==> config.mk <==
export PLATFORM = sky130hd
export DESIGN_NAME = deque_with_search
export DESIGN_NICKNAME = d
export VERILOG_FILES = /design/src/hw/rtl/dqs_pkg.sv /design/src/hw/rtl/dqs_ring.sv /design/src/hw/rtl/dqs_ctrl.sv /design/src/hw/rtl/deque_with_search.sv
export SDC_FILE = /design/constraint.sdc
export NUM_CORES = 1
export LEC_CHECK = 0
export ABC_AREA = 1
export BUFFER_PORTS_ARGS = -buffer_cell sky130_fd_sc_hd__clkbuf_2
export CORE_ASPECT_RATIO = 1.5
export CORE_UTILIZATION = 55
export DETAILED_ROUTE_END_ITERATION = 10
export PLACE_DENSITY = 0.83
export SLEW_MARGIN = 10
export SYNTH_ARGS = -nofsm -noshare
export SYNTH_HDL_FRONTEND = slang
export SYNTH_HIERARCHICAL = 1
export SYNTH_SLANG_ARGS = --single-unit
==> constraint.sdc <==
create_clock -name clk -period 7.9 [get_ports clk]
set_input_delay 1.58 -clock clk [delete_from_list [all_inputs] [get_ports clk]]
set_output_delay 1.58 -clock clk [all_outputs]
set_load 0.02 [all_outputs]
==> src/hw/rtl/dqs_pkg.sv <==
// Shared types, constants and ring helpers for the deque with search.
`default_nettype none
package dqs_pkg;

  localparam int DEPTH    = 16;
  localparam int IDX_W    = (DEPTH > 1) ? $clog2(DEPTH) : 1;
  localparam int CNT_W    = $clog2(DEPTH + 1);
  localparam int SUM_W    = CNT_W + 1;
  localparam int DATA_W   = 32;
  localparam int REQ_W    = 3;
  localparam int STATUS_W = 2;
  localparam int COUNT_W  = 5;

  typedef enum logic [REQ_W-1:0] {
    REQ_PUSH_FRONT = 3'd0,
    REQ_PUSH_BACK  = 3'd1,
    REQ_POP_FRONT  = 3'd2,
    REQ_POP_BACK   = 3'd3,
    REQ_SEARCH     = 3'd4
  } req_t;

  typedef enum logic [STATUS_W-1:0] {
    ST_OK       = 2'd0,
    ST_EMPTY    = 2'd1,
    ST_FULL     = 2'd2,
    ST_NOTFOUND = 2'd3
  } status_t;

  typedef enum logic [2:0] {
    S_IDLE,
    S_EXEC,
    S_POPWAIT,
    S_SEARCH,
    S_EMIT
  } state_t;

  // ring storage access from the sequencer
  typedef struct packed {
    logic                     wr_en;
    logic [IDX_W-1:0]         wr_addr;
    logic signed [DATA_W-1:0] wr_data;
    logic [IDX_W-1:0]         rd_addr;
  } mem_req_t;

  // finished result handed to the output register
  typedef struct packed {
    logic                     valid;
    status_t                  status;
    logic signed [DATA_W-1:0] data;
    logic [COUNT_W-1:0]       count;
  } result_t;

  // (pos + off) mod DEPTH, for pos < DEPTH and off < DEPTH
  function automatic logic [IDX_W-1:0] ring_add(input logic [IDX_W-1:0] pos,
                                                input logic [CNT_W-1:0] off);
    logic [SUM_W-1:0] sum;
    sum = SUM_W'(pos) + SUM_W'(off);
    if (sum >= SUM_W'(DEPTH)) begin
      sum = sum - SUM_W'(DEPTH);
    end
    return sum[IDX_W-1:0];
  endfunction

  function automatic logic [IDX_W-1:0] ring_dec(input logic [IDX_W-1:0] pos);
    logic [IDX_W-1:0] r;
    if (pos == '0) begin
      r = IDX_W'(DEPTH - 1);
    end else begin
      r = pos - IDX_W'(1);
    end
    return r;
  endfunction

  // fill count masked to the width of the count field
  function automatic logic [COUNT_W-1:0] count_field(input logic [CNT_W-1:0] fill);
    logic [CNT_W+COUNT_W-1:0] ext;
    ext = {{COUNT_W{1'b0}}, fill};
    return ext[COUNT_W-1:0];
  endfunction

endpackage
`default_nettype wire

==> src/hw/rtl/dqs_ring.sv <==
// Ring storage: one write port, one registered read port.
`default_nettype none
module dqs_ring (
  input  wire logic                             clk,
  input  wire dqs_pkg::mem_req_t                mem_req,
  output logic signed [dqs_pkg::DATA_W-1:0]     rd_data
);

  logic signed [dqs_pkg::DATA_W-1:0] mem_r [dqs_pkg::DEPTH];
  logic signed [dqs_pkg::DATA_W-1:0] rd_data_r;

  always_ff @(posedge clk) begin
    if (mem_req.wr_en) begin
      mem_r[mem_req.wr_addr] <= mem_req.wr_data;
    end
  end

  always_ff @(posedge clk) begin
    rd_data_r <= mem_r[mem_req.rd_addr];
  end

  assign rd_data = rd_data_r;

endmodule
`default_nettype wire

==> src/hw/rtl/dqs_ctrl.sv <==
// Sequencer: ring pointers, request decode and the search comparator.
`default_nettype none
module dqs_ctrl (
  input  wire logic                             clk,
  input  wire logic                             rst_n,
  input  wire logic                             req_valid,
  output logic                                  req_ready,
  input  wire logic [dqs_pkg::REQ_W-1:0]        req_type,
  input  wire logic signed [dqs_pkg::DATA_W-1:0] req_value,
  output dqs_pkg::mem_req_t                     mem_req,
  input  wire logic signed [dqs_pkg::DATA_W-1:0] rd_data,
  output dqs_pkg::result_t                      result,
  input  wire logic                             res_free
);

  localparam int IDX_W  = dqs_pkg::IDX_W;
  localparam int CNT_W  = dqs_pkg::CNT_W;
  localparam int DATA_W = dqs_pkg::DATA_W;

  dqs_pkg::state_t  state_r, state_nxt;
  dqs_pkg::req_t    req_r, req_nxt;
  logic signed [DATA_W-1:0] val_r, val_nxt;
  logic [IDX_W-1:0] front_r, front_nxt;
  logic [CNT_W-1:0] fill_r, fill_nxt;
  logic [CNT_W-1:0] scan_r, scan_nxt;
  logic             pend_r, pend_nxt;
  dqs_pkg::status_t res_status_r, res_status_nxt;
  logic signed [DATA_W-1:0] res_data_r, res_data_nxt;

  logic full, empty, issue, hit;

  assign full  = (fill_r == CNT_W'(dqs_pkg::DEPTH));
  assign empty = (fill_r == '0);
  assign issue = (scan_r < fill_r);
  assign hit   = pend_r && (rd_data == val_r);

  always_ff @(posedge clk) begin
    if (!rst_n) begin
      state_r <= dqs_pkg::S_IDLE;
      front_r <= '0;
      fill_r  <= '0;
      pend_r  <= 1'b0;
    end else begin
      state_r <= state_nxt;
      front_r <= front_nxt;
      fill_r  <= fill_nxt;
      pend_r  <= pend_nxt;
    end
  end

  always_ff @(posedge clk) begin
    req_r        <= req_nxt;
    val_r        <= val_nxt;
    scan_r       <= scan_nxt;
    res_status_r <= res_status_nxt;
    res_data_r   <= res_data_nxt;
  end

  always_comb begin
    state_nxt      = state_r;
    req_nxt        = req_r;
    val_nxt        = val_r;
    front_nxt      = front_r;
    fill_nxt       = fill_r;
    scan_nxt       = scan_r;
    pend_nxt       = 1'b0;
    res_status_nxt = res_status_r;
    res_data_nxt   = res_data_r;
    req_ready      = 1'b0;
    mem_req.wr_en   = 1'b0;
    mem_req.wr_addr = front_r;
    mem_req.wr_data = val_r;
    mem_req.rd_addr = front_r;
    result.valid    = 1'b0;
    result.status   = res_status_r;
    result.data     = res_data_r;
    result.count    = dqs_pkg::count_field(fill_r);

    case (state_r)
      dqs_pkg::S_IDLE: begin
        req_ready = 1'b1;
        if (req_valid) begin
          req_nxt   = dqs_pkg::req_t'(req_type);
          val_nxt   = req_value;
          state_nxt = dqs_pkg::S_EXEC;
        end
      end

      dqs_pkg::S_EXEC: begin
        res_status_nxt = dqs_pkg::ST_OK;
        res_data_nxt   = '0;
        state_nxt      = dqs_pkg::S_EMIT;
        case (req_r)
          dqs_pkg::REQ_PUSH_FRONT: begin
            if (full) begin
              res_status_nxt = dqs_pkg::ST_FULL;
            end else begin
              mem_req.wr_en   = 1'b1;
              mem_req.wr_addr = dqs_pkg::ring_dec(front_r);
              front_nxt       = dqs_pkg::ring_dec(front_r);
              fill_nxt        = fill_r + CNT_W'(1);
            end
          end
          dqs_pkg::REQ_PUSH_BACK: begin
            if (full) begin
              res_status_nxt = dqs_pkg::ST_FULL;
            end else begin
              mem_req.wr_en   = 1'b1;
              mem_req.wr_addr = dqs_pkg::ring_add(front_r, fill_r);
              fill_nxt        = fill_r + CNT_W'(1);
            end
          end
          dqs_pkg::REQ_POP_FRONT: begin
            if (empty) begin
              res_status_nxt = dqs_pkg::ST_EMPTY;
            end else begin
              mem_req.rd_addr = front_r;
              front_nxt       = dqs_pkg::ring_add(front_r, CNT_W'(1));
              fill_nxt        = fill_r - CNT_W'(1);
              state_nxt       = dqs_pkg::S_POPWAIT;
            end
          end
          dqs_pkg::REQ_POP_BACK: begin
            if (empty) begin
              res_status_nxt = dqs_pkg::ST_EMPTY;
            end else begin
              mem_req.rd_addr = dqs_pkg::ring_add(front_r, fill_r - CNT_W'(1));
              fill_nxt        = fill_r - CNT_W'(1);
              state_nxt       = dqs_pkg::S_POPWAIT;
            end
          end
          dqs_pkg::REQ_SEARCH: begin
            res_data_nxt = val_r;
            if (empty) begin
              res_status_nxt = dqs_pkg::ST_EMPTY;
            end else begin
              scan_nxt  = '0;
              state_nxt = dqs_pkg::S_SEARCH;
            end
          end
          default: begin
          end
        endcase
      end

      dqs_pkg::S_POPWAIT: begin
        res_data_nxt = rd_data;
        state_nxt    = dqs_pkg::S_EMIT;
      end

      // read of entry i overlaps the compare of entry i-1
      dqs_pkg::S_SEARCH: begin
        mem_req.rd_addr = dqs_pkg::ring_add(front_r, scan_r);
        if (hit) begin
          res_status_nxt = dqs_pkg::ST_OK;
          state_nxt      = dqs_pkg::S_EMIT;
        end else if (!issue && !pend_r) begin
          res_status_nxt = dqs_pkg::ST_NOTFOUND;
          state_nxt      = dqs_pkg::S_EMIT;
        end else if (issue) begin
          scan_nxt = scan_r + CNT_W'(1);
          pend_nxt = 1'b1;
        end
      end

      dqs_pkg::S_EMIT: begin
        result.valid = 1'b1;
        if (res_free) begin
          state_nxt = dqs_pkg::S_IDLE;
        end
      end

      default: begin
        state_nxt = dqs_pkg::S_IDLE;
      end
    endcase
  end

  a_fill_bound: assert property (@(posedge clk) disable iff (!rst_n)
    fill_r <= CNT_W'(dqs_pkg::DEPTH))
    else $error("fill count above ring depth");

  a_front_bound: assert property (@(posedge clk) disable iff (!rst_n)
    front_r < IDX_W'(dqs_pkg::DEPTH - 1) || front_r == IDX_W'(dqs_pkg::DEPTH - 1))
    else $error("front index outside ring");

  a_accept_exec: assert property (@(posedge clk) disable iff (!rst_n)
    req_valid && req_ready |=> state_r == dqs_pkg::S_EXEC)
    else $error("accepted word not executed");

  a_write_full: assert property (@(posedge clk) disable iff (!rst_n)
    mem_req.wr_en |-> !full && state_r == dqs_pkg::S_EXEC)
    else $error("ring written while full or outside execute");

  a_fill_step: assert property (@(posedge clk) disable iff (!rst_n)
    state_r != dqs_pkg::S_EXEC |=> $stable(fill_r))
    else $error("fill count moved outside execute");

endmodule
`default_nettype wire

==> src/hw/rtl/deque_with_search.sv <==
// Top level of the deque with search: ring, sequencer and output register.
//
//   channel | direction | ports
//   in      | input     | in_valid, in_ready, in_req_type, in_value
//   out     | output    | out_valid, out_ready, out_status, out_data, out_count
//
// Pushes and empty/full cases pass through execute and emit to the output register; pops add a wait state.
// A search reads one entry per cycle through the single ring read port and
// compares each entry in the following cycle, stopping early on a hit.
// in_ready is high only while the sequencer is idle; a waiting result in the
// output register does not block the next accept.
// Synchronous active-low reset empties the ring; stored words are not cleared.
`default_nettype none
module deque_with_search (
  input  wire logic                               clk,
  input  wire logic                               rst_n,
  input  wire logic                               in_valid,
  output logic                                    in_ready,
  input  wire logic [dqs_pkg::REQ_W-1:0]          in_req_type,
  input  wire logic signed [dqs_pkg::DATA_W-1:0]  in_value,
  output logic                                    out_valid,
  input  wire logic                               out_ready,
  output logic [dqs_pkg::STATUS_W-1:0]            out_status,
  output logic signed [dqs_pkg::DATA_W-1:0]       out_data,
  output logic [dqs_pkg::COUNT_W-1:0]             out_count
);

  dqs_pkg::mem_req_t mem_req;
  dqs_pkg::result_t  result;
  logic signed [dqs_pkg::DATA_W-1:0] rd_data;
  logic res_free;

  logic                              out_valid_r;
  logic [dqs_pkg::STATUS_W-1:0]      out_status_r;
  logic signed [dqs_pkg::DATA_W-1:0] out_data_r;
  logic [dqs_pkg::COUNT_W-1:0]       out_count_r;

  dqs_ring u_ring (
    .clk     (clk),
    .mem_req (mem_req),
    .rd_data (rd_data)
  );

  dqs_ctrl u_ctrl (
    .clk       (clk),
    .rst_n     (rst_n),
    .req_valid (in_valid),
    .req_ready (in_ready),
    .req_type  (in_req_type),
    .req_value (in_value),
    .mem_req   (mem_req),
    .rd_data   (rd_data),
    .result    (result),
    .res_free  (res_free)
  );

  assign res_free = !out_valid_r || out_ready;

  always_ff @(posedge clk) begin
    if (!rst_n) begin
      out_valid_r <= 1'b0;
    end else if (res_free) begin
      out_valid_r <= result.valid;
    end
  end

  always_ff @(posedge clk) begin
    if (res_free && result.valid) begin
      out_status_r <= result.status;
      out_data_r   <= result.data;
      out_count_r  <= result.count;
    end
  end

  assign out_valid  = out_valid_r;
  assign out_status = out_status_r;
  assign out_data   = out_data_r;
  assign out_count  = out_count_r;

endmodule
`default_nettype wire
Word level (Yosys, flattened, before mapping):

Memories as Yosys holds them, arrays and structs flattened. A register that Yosys moved wholly into a read port is not among the register bits.
Cells that the tools add are included.

* add/subtract/negate cells: 12
* $lt $le $gt $ge: 5
* equality and inequality tests: 22
* muxes and demuxes: 45
* bitwise logic cells: 2
* reductions and logical operators: 25

Operators with widths (count)
* $pmux 32 s2: 1
* $mux 5: 10
* $mux 4: 9
* $eq 32x32->1: 1
* $mux 32: 1
* $pmux 5 s2: 3
* $sub 4x1->4 const B: 5
* $add 4x5->6: 3
* $ge 6x5->1 const B: 3
* $mux 3: 6
* $ne 2x2->1 const B: 9
* $pmux 4 s2: 2
* $pmux 3 s5: 1
* $eq 3x2->1 const B: 4
* $add 5x1->5 const B: 2
* $pmux 2 s2: 2
* $reduce_and 4->1: 2
* $reduce_bool 2->1: 4
* $eq 3x1->1 const B: 2
* $eq 3x3->1 const B: 2
* $logic_not 3->1: 2
* $mux 1: 6
* $mux 2: 3
* $pmux 3 s2: 1
* 19 further kinds: 27

* flip-flop bits (word level): 127
* bits in writable memories: 512
* input bits: 39
* output and inout bits: 41
* logic and storage cells: 125
* memories: 1

Memories
* u_ring.mem_r: words 16, width 32, rd ports 1, clocked after Yosys merged registers in 1, wr ports 1, RTL line dqs_ring.sv:9 `logic signed [dqs_pkg::DATA_W-1:0] mem_r [dqs_pkg::DEPTH];`

Longest topological paths before layout:

Gate-level depths: netlist of run 1.

* word-level depth: 8
* mapped depth: 17
* mapped depth without buffers: 14

Modules after synthesis:

The synthesis of run 1 kept the hierarchy.

By module, submodules not included
* dqs_ring: instances 1, cells each 2120, area an instance 22730.6 um^2, seq. area each 16015.4 um^2
* dqs_ctrl: instances 1, cells each 555, area an instance 4895.9 um^2, seq. area each 2482.4 um^2
* deque_with_search: instances 1, cells each 46, area an instance 1222.4 um^2, seq. area each 1191.1 um^2

Worst setup path after synthesis of run 1:

Ideal clock, no wire load.

* kind: input port to flip-flop
* from: input port in_valid
* to: register u_ctrl.req_r[0] (enable)
* library setup time: 471 ps
* data arrival time: 4039 ps
* required time: 7429 ps
* path slack: 3390 ps
* stages: 2
* path buffers: 0
* cell sequence: inv_1 nor3_1

* word-level cells in the longest chain between the ends: 1

Ends and longest elaborated chain
* start: declaration: RTL line deque_with_search.sv:17 `input wire logic in_valid,`
* $reduce_and 2->1 (no source line)
* end signal: assignment: RTL line dqs_ctrl.sv:52 `req_r <= req_nxt;`
* end: declaration: RTL line dqs_ctrl.sv:21 `dqs_pkg::req_t req_r, req_nxt;`

No other way between the ends.
A chain may end at the register's enable or synchronous reset.

==> results of run 1 <==
[synth_stat cells, types with 2 or more instances]
library cell	instances
a211oi_1	2
a21oi_1	26
a21oi_2	2
a22oi_1	2
a31oi_1	3
buf_1	15
buf_2	43
buf_4	6
buf_6	29
clkbuf_1	23
dfxtp_1	46
edfxtp_1	625
fa_1	3
ha_1	19
inv_1	482
inv_2	7
nand2_1	778
nand2_2	3
nand3_1	434
nand3_2	3
nand3b_1	2
nor2_1	58
nor2_2	5
nor3_1	3
o21ai_0	58
o21ai_1	2
o22ai_1	3
xnor2_1	6
xor2_1	18
[stage by stage]
stage                     utilization [%]  std cells  instance area (um2)
after floorplan                         -       2721                28800
after global placement               57.6       3390                29800
after detailed placement             57.6       3390                29800
after CTS                            61.2       3496                31700
after global routing                 61.2       3496                31700
final                                61.2       3496                31700
[power by group through the flow]
| stage | sequential, W | clock [W] | combinational (W) |
|---|---|---|---|
| after floorplan | 0.00427 | 0 | 0.000512 |
| after global placement | 0.00430 | 0 | 0.000725 |
| after detailed placement | 0.00431 | 0 | 0.000755 |
| after CTS | 0.00423 | 0.00286 | 0.000769 |
| after global routing | 0.00425 | 0.00298 | 0.000851 |
| final | 0.00423 | 0.00284 | 0.000782 |
[registers in the layout, indices dropped and copies added, names as in the netlist]
| name | flops |
|---|---|
| u_ring/rd_data | 32 |
| u_ctrl/front_r | 4 |
| out_status | 2 |
| out_count | 5 |
| u_ctrl/scan_r | 5 |
| u_ctrl/res_data_r | 32 |
| u_ctrl/state_r | 3 |
| u_ctrl/res_status_r | 2 |
| u_ctrl/fill_r | 5 |
| u_ctrl/val_r | 32 |
| out_data | 32 |
| out_valid | 1 |
| u_ctrl/pend_r | 1 |
| u_ring/mem_r | 512 |
| u_ctrl/req_r | 3 |
[worst reg2reg max path, delay by kind of cell (launching register included)]
family | cells | cell delay (ns)
buffers and inverters | 4 | 2.44
DFF | 1 | 0.40
and+or+nand+nor | 8 | 1.03
adders and majority gates | 1 | 0.27
AOI/OAI and AO/OA | 1 | 0.46
[per-layer routing]
layer | global-route usage (%) | share of wire (%) | vias up | routed length, um
met1 | 30.4 | 33 | 9298 | 23600
met4 | 16.9 | 6.1 | 0 | 4320
met5 | 0 | 0 | - | 0
li1 | - | - | 8945 | -
met3 | 3.72 | 9.6 | 286 | 6770
met2 | 46.8 | 51 | 1232 | 35900
[cells by family (layout without fill, tap and decap cells)]
group / after synthesis / in the layout
buf+inv: 607 / 706
compound gates: 105 / 105
flops: 671 / 671
xor+xnor: 24 / 24
fa+ha+maj: 22 / 22
simple gates: 1292 / 1292
[cell usage in the layout (no fill, tap or decap), drive strengths merged, types with 4 or more instances in the layout]
| master | synthesis | final |
|---|---|---|
| nor3 | 4 | 4 |
| clkinvlp | 0 | 4 |
| ha | 19 | 19 |
| o21ai | 61 | 61 |
| nor2 | 64 | 64 |
| xor2 | 18 | 18 |
| nand3 | 438 | 438 |
| edfxtp | 625 | 625 |
| dfxtp | 46 | 46 |
| xnor2 | 6 | 6 |
| buf | 94 | 31 |
| clkbuf | 23 | 152 |
| nand2 | 781 | 781 |
| a21oi | 28 | 28 |
| bufinv | 0 | 7 |
| clkinv | 0 | 19 |
| inv | 490 | 493 |
[path summary, 6_finish.rpt]
path                            slack (ns)  cells after the start                   from                 end
worst max register to register        3.18                     14       u_ctrl/fill_r[0]  u_ring/rd_data[13]
worst min-delay path                  0.41                      0  u_ctrl/res_data_r[29]        out_data[29]
worst min register to register        0.41                      0  u_ctrl/res_data_r[29]        out_data[29]
worst max-delay path                  3.18                     14       u_ctrl/fill_r[0]  u_ring/rd_data[13]
[final cells by class]
class | count | area [um2]
Clock inverter | 33 | 363
Multi-Input combinational cell | 1443 | 6750
Sequential cell | 671 | 19700
Inverter | 490 | 1850
Fill cell | 3713 | 20000
Tap cell | 676 | 846
Clock buffer | 73 | 1520
Timing Repair Buffer | 110 | 641
==> impl_results.md, run 1 <==
- Crit. End Element: flop
- Drt initial violations: 2252
- Comb power frac: 10.0%
- Die X: 189 um
- Top cell type's share of synthesized area: 65.1%
- Relative slew slack: 21.0%
- CTS H-tree lvls: 2
- Netlist cell types: 44
- Crit path kind: reg2reg
- Vias: 19800
- Final setup vio count: 0
- Share of layout cells above drive strength 1: 8.76%
- GRT Residual Overflow: 0
- Fin crit period: 4.72 ns
- Hold/Removal Path Class: reg2reg
- Crit path DAT: 5.22 ns
- GR Util All Layers: 26.5%
- Mux cell area share after synthesis: 0%
- Fin nets: 2833
- Kind of cell adding the most delay to the critical path: buffers and inverters
- Setup WS pre-CTS: 3.40 ns
- Synth-to-Final Area Change: 9.72%
- Synth Area in Simple Gates: 19.0%
- Number of I/O port buffers: 79
- Residual DRC count: 0
- Overall power: 0.00785 W
- Ant. Diodes: 0
- Worst setup margin: 3.18 ns
- Syn_area_per_cell: 10.6 um2
- Ports: 80
- Main synth FF type: edfxtp_1
- Total CTS buffers: 56
- Max VDD drop: 184 uV
- Core Rows: 102
- Crit path largest cell delay: 1.04 ns
- Mapped Cells: 2721
- Max Clock Skew: 0.0231 ns
- Internal power: 0.00589 W
- RSZ-0062 raised after global routing: no
- Clock slew at the register clock pins of the worst setup and hold paths: 0.07 ns
- Vias in the first global route: 20000
- Die Ht: 282 um
- WP data required: 8.40 ns
- Status: completed
- Clk_lat worst skew: 0.62 ns
- Hpwl dp: 36600 um
- Final setup TNS: 0 ns
- Worst-margin pin slew: 1.19 ns
- Seq/Total Area, Yosys: 68.2%
- NetSw: 0.00196 W
- Synth area leaders: edfxtp_1, nand2_1, nand3_1
- Synth Area in Compound Gates: 2.00%
- Cell area after synthesis: 28800 um2
- Final wirelength: 70600 um
- CP most frequent cell: nand3_1
- Post-CTS setup buffers: 0
- Largest net degree at the start of global routing: 207
- Startpoint types: flop
- Drt via density: 5.65
- Initial Util: 55.8%
- Post-Syn Nets: 2782
- Synth warn: 6
- WL/cell: 20.2 um
- Root buf cell: clkbuf_16
- Yosys top cell by area: edfxtp_1
- Antenna-violating nets left: 0
- Worst-path cell chain: inv_1 > ha_1 > nand3_2 > nand3_2 > o32ai_1 > nor2_4 > buf_4 > inv_6 > buf_4 > nand2_1 > nand3_1 > nand3_1 > nand3_1 > nand2_1
- # Max-Cap Violations: 0
- Switching share of power: 24.9%
- First-pass GRT wire length: 107000 um
- Pre-Repair DR Iteration Count: 6
- Die area: 53400 um2
- Number of antenna violations at the first check in global routing: 0
- Buf/Inv on CP: 4
- F_max: 212 MHz
- Largest family of logic cells by synthesized area: simple AND/OR/NAND/NOR gates
- Clock sink count: 671
- Tcrit/Tclk final: 59.8%
- Largest fanout on the critical path: 147
- Clock share of power: 36.1%
- Cts repair resizes: 0
- CP max-delay cell: buf_4
- Power Density: 248 nW/um2
- Core Region: 51700 um2
- Register bit count reported by yosys: 671
- Sequential Power Share: 53.9%
- Post-synth EDFFs: 625
- Async SR Flop Fraction: 0%
- Number of hold buffers added after CTS: 0
- Leakage: 13.2 nW
- WHS: 0.409 ns
- Post-Synth XOR/XNOR Area: 0.729%
- Final hold vios: 0
- Pins Over Slew Limit: 0
- CTS tree: done
- Routability cong.: 0.914
- Post-Synth Adder-Cell Area: 1.03%
- CTS Buffer Depth: 3
No activity file was read; power rests on OpenSTA's default activity.
==> run 2, diff against run 1 <==
--- a/config.mk
+++ b/config.mk
@@ -10,7 +10,7 @@
 export CORE_ASPECT_RATIO = 1.5
 export CORE_UTILIZATION = 55
 export DETAILED_ROUTE_END_ITERATION = 10
-export PLACE_DENSITY = 0.83
+export PLACE_DENSITY = 0.85
 export SLEW_MARGIN = 10
 export SYNTH_ARGS = -nofsm -noshare
 export SYNTH_HDL_FRONTEND = slang
==> constraint.sdc (replaced) <==
create_clock -name clk -period 4.3 [get_ports clk]
set_input_delay 0.86 -clock clk [delete_from_list [all_inputs] [get_ports clk]]
set_output_delay 0.86 -clock clk [all_outputs]
set_load 0.02 [all_outputs]
==> impl_results.md, run 2 (synthesis gave the netlist of run 1 again) <==
- Final setup vio count: 0
- Hpwl dp: 40200 um
- M2 GR Usage: 47.9%
- Max VDD drop: 342 uV
- Grt met3 use: 3.54%
- Critical Path Start: u_ctrl/front_r[1]
- Core Region: 51700 um2
- Startpoint types: flop
- Most common cell after layout, fill and taps aside: nand2_1
- Die Ht: 282 um
- Worst setup endpoint: u_ring/mem_r[4][14]
- Pins Over Slew Limit: 0
- Tcrit/Tclk final: 78.9%
- Clock slew at the register clock pins of the worst setup and hold paths: 0.07 ns
- Cts repair resizes: 0
- Max reg flops: 512
- Crit path kind: reg2reg
- Leakage: 13.4 nW
- Clock sink count: 671
- Residual DRC count: 0
- Most used routing layer: met2
- Synth-to-Final Area Change: 11.4%
- WP data required: 4.62 ns
- F_max: 295 MHz
- Relative slew slack: 23.6%
- Fin crit period: 3.39 ns
- Reg2Reg Setup Slack: 0.91 ns
- CTS Buffer Depth: 3
- R2R depth: 8
- Largest fanout on the critical path: 16
- RSZ-0062 raised after global routing: no
- Total CTS buffers: 58
- # Max-Cap Violations: 0
- First-pass GRT wire length: 110000 um
- Final wirelength: 72800 um
- Finished Core Util: 62.2%
- Final setup TNS: 0 ns
- Worst-margin pin slew: 1.14 ns
- Pre-Repair DR Iteration Count: 8
- Fin nets: 2848
- Final hold vios: 0
- Routability cong.: 0.900
- Antenna-violating nets left: 0
- Power Density: 462 nW/um2
- Die X: 189 um
- Ports: 80
- Status: completed
- Drt via density: 5.76
- GR Util All Layers: 27.0%
- CTS tree: done
- Post-CTS setup buffers: 0
- WL/cell: 20.7 um
- Biggest register: u_ring/mem_r
- Ant. Diodes: 0
- Core Rows: 102
- Share of layout cells above drive strength 1: 9.56%
- Drt initial violations: 2370
- Commonest non-fill, non-tap cells in the layout: nand2_1, edfxtp_1, inv_1, nand3_1, clkbuf_2
- Number of antenna violations at the first check in global routing: 0
- Die area: 53400 um2
- Initial Util: 55.8%
- Root buf cell: clkbuf_16
- Max Clock Skew: 0.0414 ns
- Hold/Removal Path Class: in2reg
- R2r startpoint: u_ctrl/front_r[1]
- Vias in the first global route: 20200
- Number of I/O port buffers: 79
- Clk_lat worst skew: 0.65 ns
- Met1 usage: 30.5%
- Vias: 20200
- Crit. End Element: flop
- Number of hold buffers added after CTS: 0
- GRT Residual Overflow: 0
- CTS H-tree lvls: 2
- RR Endpoint: u_ring/mem_r[4][14]
- Crit path DAT: 3.72 ns
- Largest net degree at the start of global routing: 143
run 2: cell types whose count changed in the layout (fill, tap and decap cells not counted), moves of 2 or more:
cell	change
clkinv_1	-2
clkinvlp_4	+3
buf_4	-2
bufinv_16	+3
buf_12	+15
clkinv_16	+2
clkbuf_1	-6
clkbuf_16	+2
run 2: area by class of cell:
| class | count | area [um2] |
|---|---|---|
| sequential | 671 | 19700 |
| inverter | 490 | 1850 |
| tap | 676 | 846 |
| multi-input combinational | 1443 | 6750 |
| clock inverter | 41 | 538 |
| timing repair buffer | 123 | 926 |
| fill | 3598 | 19600 |
| clock buffer | 68 | 1530 |
run 2: how the worst min path moves through the flow:
stage,start,endpoint,slack [ns],cells past startpoint
after detailed placement,u_ctrl/res_data_r[12],out_data[12],0.40,0
after floorplan,u_ctrl/res_data_r[0],out_data[0],0.40,0
after global routing,in_value[9],u_ctrl/val_r[9],0.39,1
after CTS,in_value[5],u_ctrl/val_r[5],0.38,1
after global placement,u_ctrl/res_data_r[24],out_data[24],0.40,0
final,in_value[5],u_ctrl/val_r[5],0.39,1
run 2: power by group:
group	total, W	switching, W	internal (W)
logic	0.00147	0.00105	0.000417
registers	0.00779	0.000280	0.00750
clock network	0.00559	0.00241	0.00318
total	0.0148	0.00374	0.0111
run 2: worst max-delay path: stages (launching register included):
cell      delay (ns)
dfxtp_1         0.57
inv_1           0.24
fa_1            0.45
xnor2_1         0.15
a22oi_1         0.09
o22ai_1         0.25
nand3b_1        0.39
nor2_4          0.69
buf_4           0.27
run 2: metal layers:
layer	wire (um)	vias up
li1	-	8988
met1	23900	9509
met2	37000	1339
met3	6470	380
met4	5410	0
met5	0	-
run 2: through the flow:
| step | total power [W] | area, um2 | hold slack (ns) | std cells | setup slack, ns |
|---|---|---|---|---|---|
| 2_1_floorplan | 0.00879 | 28800 | 0.400 | 2721 | 0.510 |
| 3_3_place_gp | 0.00926 | 30100 | 0.403 | 3403 | 0.988 |
| 3_5_place_dp | 0.00933 | 30100 | 0.405 | 3403 | 0.956 |
| 4_1_cts | 0.0149 | 32100 | 0.381 | 3512 | 0.949 |
| 5_1_grt | 0.0153 | 32100 | 0.393 | 3512 | 0.654 |
| 6_report | 0.0148 | 32100 | 0.392 | 3512 | 0.907 |
